`src/hdl/pta_pkg.sv`:
```
// Shared types, widths and constants for the pixel to aim angle pipeline.
`default_nettype none
package pta_pkg;

   localparam int CORDIC_STAGES_DEF = 24;
   localparam int CORDIC_MAX_STAGES = 32;

   localparam int PIX_W  = 16;
   localparam int D_W    = PIX_W + 1;
   localparam int INV_W  = 24;
   localparam int NP_W   = D_W + INV_W + 1;
   localparam int X1_W   = 26;
   localparam int SQ_W   = 28;
   localparam int R2_W   = 29;
   localparam int S_W    = 30;
   localparam int R4_W   = 32;
   localparam int COEF_W = 32;
   localparam int A_W    = 34;
   localparam int B_W    = 37;
   localparam int T_W    = 31;
   localparam int F_W    = 38;
   localparam int V_W    = 40;
   localparam int GOFF_W = 26;
   localparam int GUN_W  = 11;
   localparam int COMP_W = 24;
   localparam int CW     = 42;
   localparam int Z_W    = 32;
   localparam int YAW_W  = 24;
   localparam int PITCH_W = 25;
   localparam int CSR_IDX_W  = 3;
   localparam int CSR_DATA_W = 64;

   localparam int ONE_Q24     = 1 << 24;
   localparam int YAW_LIMIT   = 5898240;
   localparam int PITCH_LIMIT = 11796480;

   // gun offset scale: 2^24 = 16777 * 1000 + 216
   localparam int MM_WHOLE    = 16777;
   localparam int MM_FRAC     = 216;
   localparam int MM_HALF     = 500;
   localparam int RECIP_1000  = 268436;   // ceil(2^28 / 1000)
   localparam int RECIP_SHIFT = 28;

   typedef enum logic [CSR_IDX_W-1:0] {
      REG_PRINCIPAL  = 3'd0,
      REG_INV_FOCAL  = 3'd1,
      REG_K1         = 3'd2,
      REG_K2         = 3'd3,
      REG_TANGENTIAL = 3'd4,
      REG_GUN_OFFSET = 3'd5,
      REG_RUNE_COMP  = 3'd6
   } csr_index_type;

   typedef struct packed {
      logic        [PIX_W-1:0]  cx;
      logic        [PIX_W-1:0]  cy;
      logic        [INV_W-1:0]  ifx;
      logic        [INV_W-1:0]  ify;
      logic signed [COEF_W-1:0] k1;
      logic signed [COEF_W-1:0] k2;
      logic signed [COEF_W-1:0] p1;
      logic signed [COEF_W-1:0] p2;
      logic signed [COMP_W-1:0] comp;
      logic signed [GOFF_W-1:0] goff;
   } cfg_type;

   // atan(2^-i) in degrees, Q.24
   localparam logic signed [Z_W-1:0] ATAN_DEG_Q24 [CORDIC_MAX_STAGES] = '{
      32'sd754974720, 32'sd445687602, 32'sd235489088, 32'sd119537938, 32'sd60000934,
      32'sd30029717, 32'sd15018523, 32'sd7509720, 32'sd3754917, 32'sd1877466,
      32'sd938734, 32'sd469367, 32'sd234684, 32'sd117342, 32'sd58671, 32'sd29335,
      32'sd14668, 32'sd7334, 32'sd3667, 32'sd1833, 32'sd917, 32'sd458, 32'sd229,
      32'sd115, 32'sd57, 32'sd29, 32'sd14, 32'sd7, 32'sd4, 32'sd2, 32'sd1, 32'sd0
   };

endpackage
`default_nettype wire

```
`src/hdl/pta_csr.sv`:
```
// Configuration registers and the derived gun offset in normalized units.
`default_nettype none
module pta_csr
   import pta_pkg::*;
(
   input  wire logic                  clock,
   input  wire logic                  reset,
   input  wire logic                  csr_wr_en,
   input  wire logic [CSR_IDX_W-1:0]  csr_index,
   input  wire logic [CSR_DATA_W-1:0] csr_wr_data,
   output cfg_type                    cfg
);

   logic        [2*PIX_W-1:0]  pp_ff;
   logic        [2*INV_W-1:0]  inv_ff;
   logic signed [COEF_W-1:0]   k1_ff;
   logic signed [COEF_W-1:0]   k2_ff;
   logic        [2*COEF_W-1:0] tan_ff;
   logic signed [GUN_W-1:0]    gun_ff;
   logic signed [COMP_W-1:0]   comp_ff;
   logic signed [GOFF_W-1:0]   goff_ff;

   logic        [GUN_W-1:0]    gun_mag;
   logic        [GOFF_W-1:0]   goff_whole;
   logic        [17:0]         frac_num;
   logic        [36:0]         frac_prod;
   logic        [GOFF_W-1:0]   goff_mag;
   logic signed [GOFF_W-1:0]   goff_in;

   always_ff @(posedge clock) begin
      if (reset) begin
         pp_ff   <= '0;
         inv_ff  <= '0;
         k1_ff   <= '0;
         k2_ff   <= '0;
         tan_ff  <= '0;
         gun_ff  <= '0;
         comp_ff <= '0;
      end else if (csr_wr_en) begin
         unique case (csr_index_type'(csr_index))
            REG_PRINCIPAL:  pp_ff   <= csr_wr_data[2*PIX_W-1:0];
            REG_INV_FOCAL:  inv_ff  <= csr_wr_data[2*INV_W-1:0];
            REG_K1:         k1_ff   <= csr_wr_data[COEF_W-1:0];
            REG_K2:         k2_ff   <= csr_wr_data[COEF_W-1:0];
            REG_TANGENTIAL: tan_ff  <= csr_wr_data;
            REG_GUN_OFFSET: gun_ff  <= csr_wr_data[GUN_W-1:0];
            REG_RUNE_COMP:  comp_ff <= csr_wr_data[COMP_W-1:0];
            default: ;
         endcase
      end
   end

   // round(|g| * 2^24 / 1000), remainder part divided by reciprocal multiply
   always_comb begin
      gun_mag    = gun_ff[GUN_W-1] ? GUN_W'(-gun_ff) : GUN_W'(gun_ff);
      goff_whole = GOFF_W'(gun_mag) * GOFF_W'(MM_WHOLE);
      frac_num   = 18'(gun_mag) * 18'(MM_FRAC) + 18'(MM_HALF);
      frac_prod  = 37'(frac_num) * 37'(RECIP_1000);
      goff_mag   = goff_whole + GOFF_W'(frac_prod >> RECIP_SHIFT);
      goff_in    = gun_ff[GUN_W-1] ? -$signed(goff_mag) : $signed(goff_mag);
   end

   always_ff @(posedge clock) begin
      if (reset) begin
         goff_ff <= '0;
      end else begin
         goff_ff <= goff_in;
      end
   end

   assign cfg.cx   = pp_ff[PIX_W-1:0];
   assign cfg.cy   = pp_ff[2*PIX_W-1:PIX_W];
   assign cfg.ifx  = inv_ff[INV_W-1:0];
   assign cfg.ify  = inv_ff[2*INV_W-1:INV_W];
   assign cfg.k1   = k1_ff;
   assign cfg.k2   = k2_ff;
   assign cfg.p1   = $signed(tan_ff[COEF_W-1:0]);
   assign cfg.p2   = $signed(tan_ff[2*COEF_W-1:COEF_W]);
   assign cfg.comp = comp_ff;
   assign cfg.goff = goff_ff;

endmodule
`default_nettype wire

```
`config.mk`:
```
export PLATFORM = sky130hd
export DESIGN_NAME = pta_csr
export DESIGN_NICKNAME = d
export VERILOG_FILES = /design/src/hdl/pta_pkg.sv /design/src/hdl/pta_csr.sv
export SDC_FILE = /design/constraint.sdc
export NUM_CORES = 1
export LEC_CHECK = 0
export ABC_AREA = 1
export BUFFER_PORTS_ARGS = -buffer_cell sky130_fd_sc_hd__buf_4
export CORE_MARGIN = 2
export CORE_UTILIZATION = 45
export CTS_CLUSTER_SIZE = 16
export DETAILED_ROUTE_END_ITERATION = 8
export GPL_ROUTABILITY_DRIVEN = 0
export PLACE_DENSITY = 0.81
export SYNTH_ARGS = -nofsm -noshare
export SYNTH_HDL_FRONTEND = slang
export SYNTH_SLANG_ARGS = --single-unit
```
`constraint.sdc`:
```
create_clock -name clock -period 12 [get_ports clock]
set_clock_uncertainty 0.1 [all_clocks]
set_input_delay 0.6 -clock clock [delete_from_list [all_inputs] [get_ports clock]]
set_output_delay 0.6 -clock clock [all_outputs]
set_load 0.1 [all_outputs]
```
==> metrics <==
outcome complete, no violations; critical path endpoint category flop; switching share of power 50.5%; predominant post-synthesis flop cell dfxtp_1; sequential share of power 17.4%; GRT overflow 0; pre-CTS setup slack -93.5 ps; CTS tree yes; Post-DRT Antenna Nets 0; placed cell areas 20800 um^2; WL final 55.7 mm; total power draw 5.51 mW; crit path max-delay cell type fa_1; core area 38800 um^2; 1st-pass router iterations 5; die width 203 um; critical path fanouts, max 6; first-pass GRT wire length 86.6 mm; Comb pwr share 67.5%; fillers 3291; FMAX 85.0 MHz; cts bufs inserted 27; area taken by multi-input logic gates between 10000 and 15000 um^2; Die Height 203 um; die area 41000 um^2; Most common cell on crit path ha_1; Total Neg Setup Slack 0 ps; EDFF count, synth 0; Post-synth ARST share 0%; DRC 0; Synth Register Bits 269; initial antenna violation count 0; Int Pwr 2.73 mW; final core occ 57.3%; H-tree depth 1; Final min period 11760 ps; FP Rows 72; crit path kind reg2reg; Worst setup SP type flop; xor and xnor area share after synthesis 2.14%; Setup violations, final 0; Total GRT Usage 25.6%; Critical Path Max Stage Delay roughly 560 ps; arrival time worst endpoint 12140 ps; HP Class in2reg; via count 17279; DR vias/cell 5.29; simple-gate share of the synthesized area 21.4%; number of global-route vias before repair about 17000; Fin. Hold Viols 0; Tcrit/Tclk final between 90% and 100%; post-synthesis compound-gate area fraction 12.4%; fraction of layout cells with a size suffix above 1 19.6%; # IOs between 300 and 400; Area contributors post-synth dfxtp_1 (30%), ha_1 (17%), nor2_1 (10%), o21ai_0 (8.0%), fa_1 (7.9%); synthesized-area fraction occupied by adder cells 24.5%; Final WS setup 241 ps; Clock Latency Late Sink 560 ps; Hold Buf Count CTS 0; sequential cell area 5390 um^2; largest family of logic cells by synthesized area adder cells; Max Cap Viol 0; Cell Area, Synth around 18000 um^2; CTS Root Cell clkbuf_16; NetSw roughly 2.8 mW; net count after synthesis 2783; library cells used by synthesis 42; maximum vdd ir drop 251 uV; pin count of the biggest net entering global routing 137; HPWL Detailed 41.4 mm; leakage power 11.8 nW; Pwr Density around 250 nW/um^2; P&R area growth vs syn 25.3%; Initial Util between 40% and 50%; Yosys warnings 0; top-count cell post-synth nor2_1; multiplexer share of the synthesized area 0%; Final Net Count a little over 3000; Least-Margin Pin Slew ~1100 ps; worst-case clock buffer depth 3; Sink Count roughly 270; syn avg cell area around 7.4 um^2; Clock transition at path regs around 70 ps; DRT iter0 DRCs 1300; register area share after synthesis 30.3%; most frequent cells after synthesis nor2_1 (493), inv_1 (352), nand2_1 (297); Worst slew margin 29.8%; CP Data Required Time 12380 ps; cell area after layout 22200 um^2; DR WL/cell 17.1 um; area fraction of the dominant cell type after synthesis 30.3%; Clock Power Share between 10% and 20%; Post-Syn Instances between 2000 and 2500; port bufs 327; fin. max-slew vios 0; largest area contributor in the netlist dfxtp_1
cell type report:
type,instances,area share (%)
repair buffers,374,12.6
clock inverters,9,0.484
diodes,1,0.0113
multi-input cells,1701,50.3
flip-flops and latches,269,24.2
inverters,356,6.03
well taps,518,2.92
clock buffers,37,3.34
power groups by stage:
stage | Combinational (mW) | Sequential (mW) | Clock (mW)
after floorplan | 2.24 | 1.27 | 0
final | 3.72 | 0.959 | 0.834
after detailed placement | 3.37 | 0.977 | 0
after global routing | 4.17 | 0.964 | 0.876
after CTS | 3.40 | 0.959 | 0.840
after global placement | 3.22 | 0.977 | 0
flip-flops by register name (all words and copies together), names as in the netlist:
register / count
tan_ff: 64
inv_ff: 48
goff_ff: 26
comp_ff: 24
k2_ff: 32
k1_ff: 32
gun_ff: 11
pp_ff: 32
critical path, delay by kind of cell, from the launching register on:
family	cells	cell delay [ps]
buffers and inverters	13	1260
AOI/OAI and AO/OA	5	1010
xor gates and xnor gates	3	450
and+or+nand+nor	22	2600
DFF	1	380
adders and majority gates	16	5860
placed cells by master, fill, tap and decap left out, types with 69 or more instances in the layout:
| master | count |
|---|---|
| inv_1 | 342 |
| buf_4 | 373 |
| nand3_1 | 69 |
| nor2_1 | 471 |
| ha_1 | 219 |
| dfxtp_1 | 268 |
| fa_1 | 69 |
| nand2_1 | 278 |
| a21oi_1 | 107 |
| o21ai_0 | 275 |
stage by stage:
stage / cells / hold slack [ps]
2_1_floorplan: 2408 / 357
3_3_place_gp: 3207 / 333
3_5_place_dp: 3207 / 339
4_1_cts: 3253 / 156
5_1_grt: 3264 / 172
6_report: 3265 / 158
final timing paths:
check	startpoint	end	slack, ps	depth (start not counted)
worst max-delay path	gun_ff[1]	goff_ff[21]	240	59
worst min-delay path	csr_wr_data[56]	tan_ff[56]	160	3
worst min register to register	k2_ff[28]	k2_ff[28]	340	2
worst max register to register	gun_ff[1]	goff_ff[21]	240	59
timing repair:
| item | in CTS | in global routing |
|---|---|---|
| pin swaps | 0 | 24 |
| setup endpoints to repair | 10 | 19 |
| gates resized for setup | 1 | 109 |
| buffers inserted | 0 | 11 |
per-layer routing:
layer,global-route usage [%],vias to the layer above,part of all wire [%]
li1,-,8312,-
met1,29.7,8125,39
met2,45.1,684,48
met3,6.85,158,8.5
met4,9.91,0,4.1
met5,0,-,0
cells by family after synthesis:
| logic type | count (synthesis) |
|---|---|
| buf+inv | 438 |
| flops | 269 |
| fa+ha+maj | 305 |
| compound gates | 424 |
| xor+xnor | 37 |
| simple gates | 935 |
(Power assumes the default switching activity.)
